`config.mk`:
```
export PLATFORM = sky130hd
export DESIGN_NAME = path_distance_accumulator_flat
export DESIGN_NICKNAME = d
export VERILOG_FILES = /design/src/rtl/pda_pkg.sv /design/src/rtl/pda_coord_if.sv /design/src/rtl/pda_result_if.sv /design/src/rtl/path_distance_accumulator.sv /design/src/rtl/pda_sqrt.sv /design/src/flat_wrapper.sv
export SDC_FILE = /design/constraint.sdc
export NUM_CORES = 2
export LEC_CHECK = 0
export ABC_AREA = 1
export BUFFER_PORTS_ARGS = -buffer_cell sky130_fd_sc_hd__buf_4
export CORE_ASPECT_RATIO = 1.75
export CORE_MARGIN = 10
export CORE_UTILIZATION = 30
export DETAILED_ROUTE_END_ITERATION = 12
export GPL_TIMING_DRIVEN = 0
export SYNTH_ARGS = -nofsm -noshare
export SYNTH_HDL_FRONTEND = slang
export SYNTH_SLANG_ARGS = --single-unit
```
`constraint.sdc`:
```
create_clock -name clk -period 26 [get_ports clk]
set_clock_uncertainty 0.2 [all_clocks]
set_input_delay 5.2 -clock clk [delete_from_list [all_inputs] [get_ports clk]]
set_output_delay 5.2 -clock clk [all_outputs]
set_load 0.05 [all_outputs]
```
`src/rtl/pda_pkg.sv`:
```
// Shared widths, constants and handshake types for the path distance accumulator.
package pda_pkg;

    // Coordinate and total widths of the external fields.
    localparam int COORD_W = 24;
    localparam int TOTAL_W = 48;

    // Derived datapath widths: |dx| fits COORD_W bits, dx^2 + dy^2 fits
    // 2*COORD_W+1 bits, so the root fits COORD_W+1 bits.
    localparam int SQ_W   = 2 * COORD_W;
    localparam int ROOT_W = COORD_W + 1;
    localparam int SUM_W  = 2 * ROOT_W;
    localparam int REM_W  = ROOT_W + 2;
    localparam int CNT_W  = $clog2(ROOT_W + 1);

    // Coordinate selector codes.
    localparam logic FUNC_X = 1'b0;
    localparam logic FUNC_Y = 1'b1;

    // Request to the square root unit.
    typedef struct packed {
        logic             start;
        logic [SUM_W-1:0] radicand;
    } pda_sqrt_req_t;

    // Response of the square root unit.
    typedef struct packed {
        logic              done;
        logic [ROOT_W-1:0] root;
    } pda_sqrt_rsp_t;

endpackage

```
`src/rtl/pda_coord_if.sv`:
```
// Coordinate input channel: valid/ready handshake with selector and value.
interface pda_coord_if;
    import pda_pkg::*;

    logic                      valid;
    logic                      ready;
    logic                      func;
    logic signed [COORD_W-1:0] coord_value;

    modport source (output valid, output func, output coord_value, input ready);
    modport sink   (input valid, input func, input coord_value, output ready);
endinterface

```
`src/rtl/pda_result_if.sv`:
```
// Result output channel: valid/ready handshake with total and status flags.
interface pda_result_if;
    import pda_pkg::*;

    logic               valid;
    logic               ready;
    logic [TOTAL_W-1:0] total_distance;
    logic               leg_added;
    logic               waiting_first;

    modport source (output valid, output total_distance, output leg_added,
                    output waiting_first, input ready);
    modport sink   (input valid, input total_distance, input leg_added,
                    input waiting_first, output ready);
endinterface

```
`src/rtl/path_distance_accumulator.sv`:
```
// Path distance accumulator: coordinates come in one at a time (x or y);
// each completed x/y pair after the first adds floor(sqrt(dx^2 + dy^2)) to a
// 48-bit saturating total in the coordinate's fixed-point scale. Every
// coordinate transfer yields exactly one result transfer. A coordinate that
// does not finish a leg, including the first pair, goes from idle through the
// post state into the output register. A coordinate that finishes a leg
// passes through steps for the differences, the two squares on the shared
// multiplier and the root start, then waits on the bit-serial square root
// unit (25 root bits, one per cycle, and then the completion report), then
// the accumulate and the result load. The result load waits while the
// previous result is still held in the output register. A new coordinate is
// taken when the sequencer is idle, even while the previous result still
// waits in the output register.
module path_distance_accumulator (
    input logic          clk,
    input logic          rst_n,
    pda_coord_if.sink    coord,
    pda_result_if.source result
);
    import pda_pkg::*;

    localparam logic [2:0] S_IDLE    = 3'd0;
    localparam logic [2:0] S_DIFF    = 3'd1;
    localparam logic [2:0] S_SQX     = 3'd2;
    localparam logic [2:0] S_SQY     = 3'd3;
    localparam logic [2:0] S_ROOT_GO = 3'd4;
    localparam logic [2:0] S_ROOT    = 3'd5;
    localparam logic [2:0] S_ACC     = 3'd6;
    localparam logic [2:0] S_POST    = 3'd7;

    logic [2:0]                state_reg;
    logic [2:0]                state_next;
    logic signed [COORD_W-1:0] cur_x_reg;
    logic signed [COORD_W-1:0] cur_x_next;
    logic signed [COORD_W-1:0] cur_y_reg;
    logic signed [COORD_W-1:0] cur_y_next;
    logic signed [COORD_W-1:0] prev_x_reg;
    logic signed [COORD_W-1:0] prev_x_next;
    logic signed [COORD_W-1:0] prev_y_reg;
    logic signed [COORD_W-1:0] prev_y_next;
    logic                      have_x_reg;
    logic                      have_x_next;
    logic                      have_y_reg;
    logic                      have_y_next;
    logic                      first_reg;
    logic                      first_next;
    logic [TOTAL_W-1:0]        total_reg;
    logic [TOTAL_W-1:0]        total_next;
    logic                      added_reg;
    logic                      added_next;

    logic [COORD_W-1:0]        dx_reg;
    logic [COORD_W-1:0]        dx_next;
    logic [COORD_W-1:0]        dy_reg;
    logic [COORD_W-1:0]        dy_next;
    logic [SQ_W-1:0]           sq_reg;
    logic [SQ_W-1:0]           sq_next;
    logic [SUM_W-1:0]          sum_reg;
    logic [SUM_W-1:0]          sum_next;

    logic                      out_valid_reg;
    logic                      out_valid_next;
    logic [TOTAL_W-1:0]        out_total_reg;
    logic [TOTAL_W-1:0]        out_total_next;
    logic                      out_added_reg;
    logic                      out_added_next;
    logic                      out_first_reg;
    logic                      out_first_next;

    logic                      in_xfer;
    logic                      pair_done;
    logic                      get_x;
    logic                      get_y;
    logic [COORD_W:0]          dx_signed;
    logic [COORD_W:0]          dy_signed;
    logic [COORD_W:0]          dx_abs;
    logic [COORD_W:0]          dy_abs;
    logic [COORD_W-1:0]        mul_op;
    logic [SQ_W-1:0]           mul_res;
    logic [TOTAL_W:0]          acc_sum;
    logic                      out_free;
    pda_sqrt_req_t             sqrt_req;
    pda_sqrt_rsp_t             sqrt_rsp;

    assign coord.ready = (state_reg == S_IDLE);
    assign in_xfer     = coord.valid && coord.ready;
    assign get_x       = (coord.func == FUNC_X);
    assign get_y       = (coord.func == FUNC_Y);
    assign pair_done   = (have_x_reg || get_x) && (have_y_reg || get_y);
    assign out_free    = !out_valid_reg || result.ready;

    // Signed differences, one bit wider, and their magnitudes.
    assign dx_signed = {cur_x_reg[COORD_W-1], cur_x_reg} - {prev_x_reg[COORD_W-1], prev_x_reg};
    assign dy_signed = {cur_y_reg[COORD_W-1], cur_y_reg} - {prev_y_reg[COORD_W-1], prev_y_reg};
    assign dx_abs    = dx_signed[COORD_W] ? -dx_signed : dx_signed;
    assign dy_abs    = dy_signed[COORD_W] ? -dy_signed : dy_signed;

    // Shared squaring multiplier: dx in one cycle, dy in the next.
    assign mul_op  = (state_reg == S_SQX) ? dx_reg : dy_reg;
    assign mul_res = {{COORD_W{1'b0}}, mul_op} * {{COORD_W{1'b0}}, mul_op};

    // Saturating accumulate; the carry out marks overflow of the total.
    assign acc_sum = {1'b0, total_reg} + {{(TOTAL_W + 1 - ROOT_W){1'b0}}, sqrt_rsp.root};

    assign sqrt_req.start    = (state_reg == S_ROOT_GO);
    assign sqrt_req.radicand = sum_reg;

    pda_sqrt u_sqrt (
        .clk   (clk),
        .rst_n (rst_n),
        .req   (sqrt_req),
        .rsp   (sqrt_rsp)
    );

    // Sequencer.
    always_comb
    begin
        state_next     = state_reg;
        cur_x_next     = cur_x_reg;
        cur_y_next     = cur_y_reg;
        prev_x_next    = prev_x_reg;
        prev_y_next    = prev_y_reg;
        have_x_next    = have_x_reg;
        have_y_next    = have_y_reg;
        first_next     = first_reg;
        total_next     = total_reg;
        added_next     = added_reg;
        dx_next        = dx_reg;
        dy_next        = dy_reg;
        sq_next        = sq_reg;
        sum_next       = sum_reg;
        out_valid_next = out_valid_reg && !result.ready;
        out_total_next = out_total_reg;
        out_added_next = out_added_reg;
        out_first_next = out_first_reg;
        unique case (state_reg)
            S_IDLE:
            begin
                if (in_xfer)
                begin
                    added_next = 1'b0;
                    if (get_x)
                    begin
                        cur_x_next = coord.coord_value;
                    end
                    else
                    begin
                        cur_y_next = coord.coord_value;
                    end
                    if (!pair_done)
                    begin
                        have_x_next = have_x_reg || get_x;
                        have_y_next = have_y_reg || get_y;
                        state_next  = S_POST;
                    end
                    else
                    begin
                        have_x_next = 1'b0;
                        have_y_next = 1'b0;
                        if (first_reg)
                        begin
                            // First pair only seeds the previous position.
                            first_next  = 1'b0;
                            prev_x_next = get_x ? coord.coord_value : cur_x_reg;
                            prev_y_next = get_y ? coord.coord_value : cur_y_reg;
                            state_next  = S_POST;
                        end
                        else
                        begin
                            state_next = S_DIFF;
                        end
                    end
                end
            end
            S_DIFF:
            begin
                dx_next     = dx_abs[COORD_W-1:0];
                dy_next     = dy_abs[COORD_W-1:0];
                prev_x_next = cur_x_reg;
                prev_y_next = cur_y_reg;
                state_next  = S_SQX;
            end
            S_SQX:
            begin
                sq_next    = mul_res;
                state_next = S_SQY;
            end
            S_SQY:
            begin
                sum_next   = {{(SUM_W - SQ_W){1'b0}}, sq_reg} + {{(SUM_W - SQ_W){1'b0}}, mul_res};
                state_next = S_ROOT_GO;
            end
            S_ROOT_GO:
            begin
                state_next = S_ROOT;
            end
            S_ROOT:
            begin
                if (sqrt_rsp.done)
                begin
                    state_next = S_ACC;
                end
            end
            S_ACC:
            begin
                total_next = acc_sum[TOTAL_W] ? {TOTAL_W{1'b1}} : acc_sum[TOTAL_W-1:0];
                added_next = 1'b1;
                state_next = S_POST;
            end
            S_POST:
            begin
                if (out_free)
                begin
                    out_valid_next = 1'b1;
                    out_total_next = total_reg;
                    out_added_next = added_reg;
                    out_first_next = first_reg;
                    state_next     = S_IDLE;
                end
            end
            default:
            begin
                state_next = S_IDLE;
            end
        endcase
    end

    // Control and model state registers.
    always_ff @(posedge clk or negedge rst_n)
    begin
        if (!rst_n)
        begin
            state_reg     <= S_IDLE;
            cur_x_reg     <= '0;
            cur_y_reg     <= '0;
            prev_x_reg    <= '0;
            prev_y_reg    <= '0;
            have_x_reg    <= 1'b0;
            have_y_reg    <= 1'b0;
            first_reg     <= 1'b1;
            total_reg     <= '0;
            added_reg     <= 1'b0;
            out_valid_reg <= 1'b0;
        end
        else
        begin
            state_reg     <= state_next;
            cur_x_reg     <= cur_x_next;
            cur_y_reg     <= cur_y_next;
            prev_x_reg    <= prev_x_next;
            prev_y_reg    <= prev_y_next;
            have_x_reg    <= have_x_next;
            have_y_reg    <= have_y_next;
            first_reg     <= first_next;
            total_reg     <= total_next;
            added_reg     <= added_next;
            out_valid_reg <= out_valid_next;
        end
    end

    // Datapath and result payload registers.
    always_ff @(posedge clk)
    begin
        dx_reg        <= dx_next;
        dy_reg        <= dy_next;
        sq_reg        <= sq_next;
        sum_reg       <= sum_next;
        out_total_reg <= out_total_next;
        out_added_reg <= out_added_next;
        out_first_reg <= out_first_next;
    end

    assign result.valid          = out_valid_reg;
    assign result.total_distance = out_total_reg;
    assign result.leg_added      = out_added_reg;
    assign result.waiting_first  = out_first_reg;

`ifndef SYNTH
    // A leg can only be reported once the first pair has been seen.
    a_leg_after_seed: assert property (@(posedge clk) disable iff (!rst_n)
        (out_valid_reg && out_added_reg) |-> !out_first_reg)
        else $error("leg reported before the first pair");

    // The running total never decreases.
    a_total_mono: assert property (@(posedge clk) disable iff (!rst_n)
        1'b1 |=> (total_reg >= $past(total_reg)))
        else $error("running total decreased");

    // Both fresh marks are never left set between items.
    a_no_stale_pair: assert property (@(posedge clk) disable iff (!rst_n)
        (state_reg == S_IDLE) |-> !(have_x_reg && have_y_reg))
        else $error("complete pair left pending");

    // The root unit only completes while the sequencer waits for it.
    a_root_wait: assert property (@(posedge clk) disable iff (!rst_n)
        sqrt_rsp.done |-> (state_reg == S_ROOT))
        else $error("root finished outside its wait state");
`endif

endmodule

```
`src/rtl/pda_sqrt.sv`:
```
// Iterative integer square root: one root bit per cycle, restoring method.
module pda_sqrt (
    input  logic                   clk,
    input  logic                   rst_n,
    input  pda_pkg::pda_sqrt_req_t req,
    output pda_pkg::pda_sqrt_rsp_t rsp
);
    import pda_pkg::*;

    logic [SUM_W-1:0]  op_reg;
    logic [SUM_W-1:0]  op_next;
    logic [REM_W-1:0]  rem_reg;
    logic [REM_W-1:0]  rem_next;
    logic [ROOT_W-1:0] root_reg;
    logic [ROOT_W-1:0] root_next;
    logic [CNT_W-1:0]  cnt_reg;
    logic [CNT_W-1:0]  cnt_next;
    logic              busy_reg;
    logic              busy_next;
    logic              done_reg;
    logic              done_next;

    logic [REM_W-1:0]  rem_shift;
    logic [REM_W-1:0]  trial;
    logic [REM_W-1:0]  rem_diff;

    // One step: bring down two radicand bits and try the next root bit.
    assign rem_shift = {rem_reg[REM_W-3:0], op_reg[SUM_W-1 -: 2]};
    assign trial     = {root_reg, 2'b01};
    assign rem_diff  = rem_shift - trial;

    always_comb
    begin
        op_next   = op_reg;
        rem_next  = rem_reg;
        root_next = root_reg;
        cnt_next  = cnt_reg;
        busy_next = busy_reg;
        done_next = 1'b0;
        if (req.start)
        begin
            op_next   = req.radicand;
            rem_next  = '0;
            root_next = '0;
            cnt_next  = '0;
            busy_next = 1'b1;
        end
        else if (busy_reg)
        begin
            op_next = {op_reg[SUM_W-3:0], 2'b00};
            if (rem_shift >= trial)
            begin
                rem_next  = rem_diff;
                root_next = {root_reg[ROOT_W-2:0], 1'b1};
            end
            else
            begin
                rem_next  = rem_shift;
                root_next = {root_reg[ROOT_W-2:0], 1'b0};
            end
            cnt_next = cnt_reg + 1'b1;
            if (cnt_reg == CNT_W'(ROOT_W - 1))
            begin
                busy_next = 1'b0;
                done_next = 1'b1;
            end
        end
    end

    // Control state is reset; the datapath is loaded on start.
    always_ff @(posedge clk or negedge rst_n)
    begin
        if (!rst_n)
        begin
            busy_reg <= 1'b0;
            done_reg <= 1'b0;
            cnt_reg  <= '0;
        end
        else
        begin
            busy_reg <= busy_next;
            done_reg <= done_next;
            cnt_reg  <= cnt_next;
        end
    end

    always_ff @(posedge clk)
    begin
        op_reg   <= op_next;
        rem_reg  <= rem_next;
        root_reg <= root_next;
    end

    assign rsp.done = done_reg;
    assign rsp.root = root_reg;

`ifndef SYNTH
    // A new root is never requested while one is in progress.
    a_no_start_busy: assert property (@(posedge clk) disable iff (!rst_n)
        req.start |-> !busy_reg)
        else $error("sqrt started while busy");

    // Completion is a single-cycle pulse.
    a_done_pulse: assert property (@(posedge clk) disable iff (!rst_n)
        done_reg |=> !done_reg)
        else $error("sqrt done held longer than one cycle");

    // The step counter stays within the root width while running.
    a_cnt_range: assert property (@(posedge clk) disable iff (!rst_n)
        busy_reg |-> (cnt_reg < CNT_W'(ROOT_W)))
        else $error("sqrt step counter out of range");
`endif

endmodule
```
`src/flat_wrapper.sv`:
```
// flat-port wrapper written by rule: the top's interface ports become plain ports
module path_distance_accumulator_flat import pda_pkg::*;
  (clk, rst_n, coord_valid, coord_func, coord_coord_value, coord_ready, result_valid, result_total_distance, result_leg_added, result_waiting_first, result_ready);
  pda_coord_if coord_i ();
  pda_result_if result_i ();
  input logic clk;
  input logic rst_n;
  input wire logic [$bits(coord_i.valid)-1:0] coord_valid;
  input wire logic [$bits(coord_i.func)-1:0] coord_func;
  input wire logic [$bits(coord_i.coord_value)-1:0] coord_coord_value;
  output wire logic [$bits(coord_i.ready)-1:0] coord_ready;
  output wire logic [$bits(result_i.valid)-1:0] result_valid;
  output wire logic [$bits(result_i.total_distance)-1:0] result_total_distance;
  output wire logic [$bits(result_i.leg_added)-1:0] result_leg_added;
  output wire logic [$bits(result_i.waiting_first)-1:0] result_waiting_first;
  input wire logic [$bits(result_i.ready)-1:0] result_ready;
  assign coord_i.valid = coord_valid;
  assign coord_i.func = coord_func;
  assign coord_i.coord_value = coord_coord_value;
  assign coord_ready = coord_i.ready;
  assign result_valid = result_i.valid;
  assign result_total_distance = result_i.total_distance;
  assign result_leg_added = result_i.leg_added;
  assign result_waiting_first = result_i.waiting_first;
  assign result_i.ready = result_ready;
  path_distance_accumulator u_core (.clk(clk), .rst_n(rst_n), .coord(coord_i), .result(result_i));
endmodule
```
---- Yosys cells after proc, flatten, opt, wreduce, memory -nomap -nowiden ----
Cells that the tools add are included.
storage, ports and cells
  flip-flop bits (word level) ............. 455
  input port bits ......................... 29
  output and inout bits ................... 52
  logic and storage cells ................. 104
cells by class
  $add $sub $neg .......................... 8
  multipliers ............................. 1
  $lt $le $gt $ge ......................... 1
  equal/unequal tests ..................... 13
  multiplexer cells ....................... 38
  bitwise logic cells ..................... 1
  reduce and logical (&&, ||, !) cells .... 18
operator list
  kind                 number
  $mux 24              11
  $mux 50              2
  $pmux 24 s2          2
  $sub 24x24->25       2
  $add 48x25->49       1
  $add 48x48->49       1
  $mul 24x24->48       1
  $mux 48              1
  $neg 24->24          2
  $ge 27x27->1         1
  $mux 25              1
  $sub 25x25->25       1
  $pmux 3 s8           1
  $mux 3               5
  $eq 3x3->1 const B   4
  $mux 1               12
  $mux 5               2
  $ne 2x2->1 const B   4
  $eq 3x2->1 const B   2
  $reduce_and 2->1     3
  $reduce_and 3->1     2
  $reduce_bool 2->1    3
  $add 5x1->5 const B  1
  $eq 5x5->1 const B   1
  other kinds (9)      14

---- Longest topological paths before layout ----
  depth after elaboration ................. 6
  gate-level depth with buffers ........... 46
  mapped depth without buffers ............ 43

---- Hierarchy ----
Synthesis repeated with hierarchy kept, for this count alone.
second synthesis, totals
  cell total of the unflattened synthesis .. 5523
  area, all modules ....................... 44585.3 µm²
by module, submodules not included
  module                     instances  cells an instance  area each (µm²)  seq. area each (µm²)
  path_distance_accumulator  1          4696               38514.4          9630.5
  pda_sqrt                   1          827                6070.8           2677.6

---- Least setup slack after synthesis ----
No wires, ideal clock.
  kind .................................... register to register
  from .................................... register u_core.state_reg[0]
  to ...................................... register u_core.sum_reg[44], data pin
  setup time .............................. 259 ps
  data arrival time ....................... 8668 ps
  required time ........................... 25541 ps
  path slack .............................. 16873 ps
  stages on the path, launching flop included .. 40
  buffers on the path ..................... 2
  period minus slack after synthesis ...... 9127 ps
  cell sequence ........................... dfrtp_1 nor2_2 nand2_1 buf_4 inv_1 or2_0 o21ai_2 buf_2 nor2_1 fa_1 fa_1 inv_1 fa_1 inv_1 fa_1 inv_1 fa_1 inv_1 [... 4 more ...] ha_1 nand2_1 nor2_1 nand2_1 nor4_1 a21oi_1 o21ai_0 xor2_1 ha_1 nand2_1 inv_1 a21boi_0 o21ai_0 a21oi_1 nand3_1 nand2_1 nand2_1 xor2_1
between the ends
  cells in the longest elaborated chain, start to end .. 4
RTL lines
  item                      line                              RTL
  start: declaration        path_distance_accumulator.sv:31   logic [2:0] state_reg;
  start signal: assignment  path_distance_accumulator.sv:247  state_reg <= state_next;
  $eq 3x2->1                path_distance_accumulator.sv:99   assign mul_op = (state_reg == S_SQX) ? dx_reg : dy_reg;
  $mux 24                   path_distance_accumulator.sv:99
  $mul 24x24->48            path_distance_accumulator.sv:100  assign mul_res = {{COORD_W{1'b0}}, mul_op} * {{COORD_W{1'b0}}, mul_op};
  via u_core.mul_res[26]    path_distance_accumulator.sv:79   logic [SQ_W-1:0] mul_res;
  $add 48x48->49            path_distance_accumulator.sv:190  sum_next = {{(SUM_W - SQ_W){1'b0}}, sq_reg} + {{(SUM_W - SQ_W){1'b0}}, mul_res};
  end signal: assignment    path_distance_accumulator.sv:267  sum_reg <= sum_next;
  end: declaration          path_distance_accumulator.sv:58   logic [SUM_W-1:0] sum_reg;
The timed path passes the listed nets, and every way through them passes these cells.
A chain may end at the register's enable or synchronous reset.

---- Worst setup path in the final report ----
  from .................................... register u_core.state_reg[2]
  to ...................................... register u_core.sum_reg[43], data pin
Same word-level chain as after synthesis.

==> flow_summary.toml <==
[critical_path]
cp-end-kind = "flop"
reg2reg_slack_ns = 14.43
path_buf_inv = 9
worstSetupPathType = "flop to flop"
path_common_cell = "fa_1"
path_max_fanout = 10
critical_path_required_ns = 26.16
path_delay_family = "adder cells"
startpoint_type = "flop"
crit_arrival_ns = 11.72
critical-path-slowest-cell = "o21ai_2"
cpPeakStageDelay_ns = 0.61

[timing]
fin_tns_setup_ns = 0
grt_setup_unrepaired = "no"
worst_pin_slew_ns = 1.36
finalCriticalPeriod_ns = 11.57
maxSlewViolCount = 0
setup_viol = 0
timing.slew.headroom_pct = 8.32
hold_slack_ns = 0.261
post-route-period-util_pct = 44.5
setup_ws_ns = 14.43
max_freq_mhz = 86.5
hold_viol_final = 0

[placement]
gp_congestion = 1.01
post-place-ws_ns = 14.80
port_buffers = 80
dp_hpwl_um = 118000

[finish]
final_common_cell = "nand2_1"
nNetsFinal = 6646
final_cell_mix = "nand2_1 (1365), inv_1 (1160), nor2_1 (543), fa_1 (425), ha_1 (319)"
drive_above_1_share_pct = 6.02
largest_register_ffs = 50
fill_cells = 16000
synthToLayoutAreaGrowth_pct = 10.9

[status]
status = "complete, no violations"

[die]
die_h_um = 533
die_w_um = 313
io_pins = 81
start_util_pct = 30.2
die_area_um2 = 167000
std_cell_rows = 188
core_um2 = 150000

[min_path]
hold_class = "flop to flop"

[logic_synthesis]
synth_cell_types = 59
syn_nets = 6508
avgSynthCellArea_um2 = 7.87
synth_area_leaders = "fa_1 (19%), edfxtp_1 (16%), nand2_1 (11%), inv_1 (9.7%), ha_1 (8.8%)"
yosysTopAreaCellShare_pct = 18.9
async_flop_share_pct = 35.1
yosys_most_used_dff = "edfxtp_1"
synth_area_um2 = 45100
synth-seq-cells = 453
yosys_warnings = 0
syn_inst = 5735
synth-seq-area-share_pct = 27.3
synth_top_area_cell = "fa_1"
synth_edf_count = 244

[grt]
grt_pass1_vias = 39800
overflow = 0
antenna_found_initial = 1
grt_usage_pct = 16.4
grt_pass1_wl_um = 216000
grt_max_degree = 96

[clock_network]
cts_sinks = 453
h-tree-depth = 2
cts_setup_buffers = 0
cts_buffers = 47
clk_path_buf_depth = 3
clk_pin_slew_worst_paths_ns = 0.06
ctsHoldBuffers = 0
cts_root_buf = "clkbuf_16"
ctsResizeCount = 0
cts_tree = "yes"
clk_latency_ns = 0.67

[drt]
vias_per_cell = 4.74
drtIter0Drc = 1655
drtPass1Iterations = 6
routedWlPerCell_um = 17.6
drt_wl_total_um = 139000
drcViolationCount = 0
drtAntennaViolNets = 0
vias = 37500

[flow_run]
cap_violations = 0
[per-layer routing]
metal	vias up	track usage [%]	routed length [um]
met5	-	0	0
met4	0	12.9	12500
met3	478	1.64	4320
met2	934	32.8	77000
met1	17900	14.6	45600
li1	18200	-	-
[synthesized netlist by cell type, types with 48 or more instances]
master and count:
inv_1 1162, nand3_1 248, dfxtp_1 50, o211ai_1 51, xnor2_1 53, edfxtp_1 244
nand2_1 1365, clkbuf_1 63, a21oi_1 205, ha_1 319, o21ai_0 239, xor2_1 112
nand4_1 54, nor3_1 48, dfrtp_1 158, fa_1 425, nor2_1 545
[logic make-up (layout without fill, tap and decap cells)]
family | Yosys count | in the layout | share of synthesized area [%]
AO/OA/AOI/OAI | 686 | 686 | 8.83
flip-flops | 453 | 453 | 27.3
AND/OR/NAND/NOR | 2372 | 2372 | 21.8
adder cells (fa/ha/maj) | 744 | 744 | 27.7
other | 0 | 1 | 0
XOR/XNOR | 166 | 166 | 3.24
buffers and inverters | 1314 | 1489 | 11.2
[worst register-to-register path: cells and delay by family (launching register included)]
kind / cells / cell delay, ns
buf+inv: 9 / 1.67
fa+ha+maj: 9 / 4.00
xor+xnor: 2 / 0.45
compound gates: 6 / 1.75
simple gates: 10 / 2.72
flops: 1 / 0.48
[area by class of cell]
type                    count  area, um2  share of cell area, %
diodes                      1       2.50                0.00500
plain buffers             120        563                   1.13
clock buffers              59       1260                   2.53
clock inverters            27        363                  0.726
inverters                1194       4480                   8.96
multi-input cells        3968      27800                   55.5
flip-flops and latches    453      12300                   24.6
well taps                1995       2500                   4.99
repair buffers             89        757                   1.51
[path summary, 6_finish.rpt]
| check | endpoint | cells after the start | startpoint |
|---|---|---|---|
| min in group asynchronous | u_core.cur_x_reg[10] | 1 | rst_n |
| worst max register to register | u_core.sum_reg[43] | 36 | u_core.state_reg[2] |
| max in group asynchronous | u_core.total_reg[46] | 2 | rst_n |
| worst min-delay path | u_core.u_sqrt.rem_reg[24] | 2 | u_core.u_sqrt.rem_reg[24] |
| worst max-delay path | u_core.sum_reg[43] | 36 | u_core.state_reg[2] |
| worst min register to register | u_core.u_sqrt.rem_reg[24] | 2 | u_core.u_sqrt.rem_reg[24] |
[metrics by stage]
step                      cell area (um2)  util (%)  instances
final                               50000      33.4       7906
after global routing                50000      33.4       7906
after CTS                           50000      33.4       7905
after detailed placement            48400      32.3       7819
after global placement              48200      32.2       7810
after floorplan                     45100         -       5735
Power is left out: the tool's default activity adds up to more than one toggle a clock period on the data nets, which glitch-free logic cannot reach.
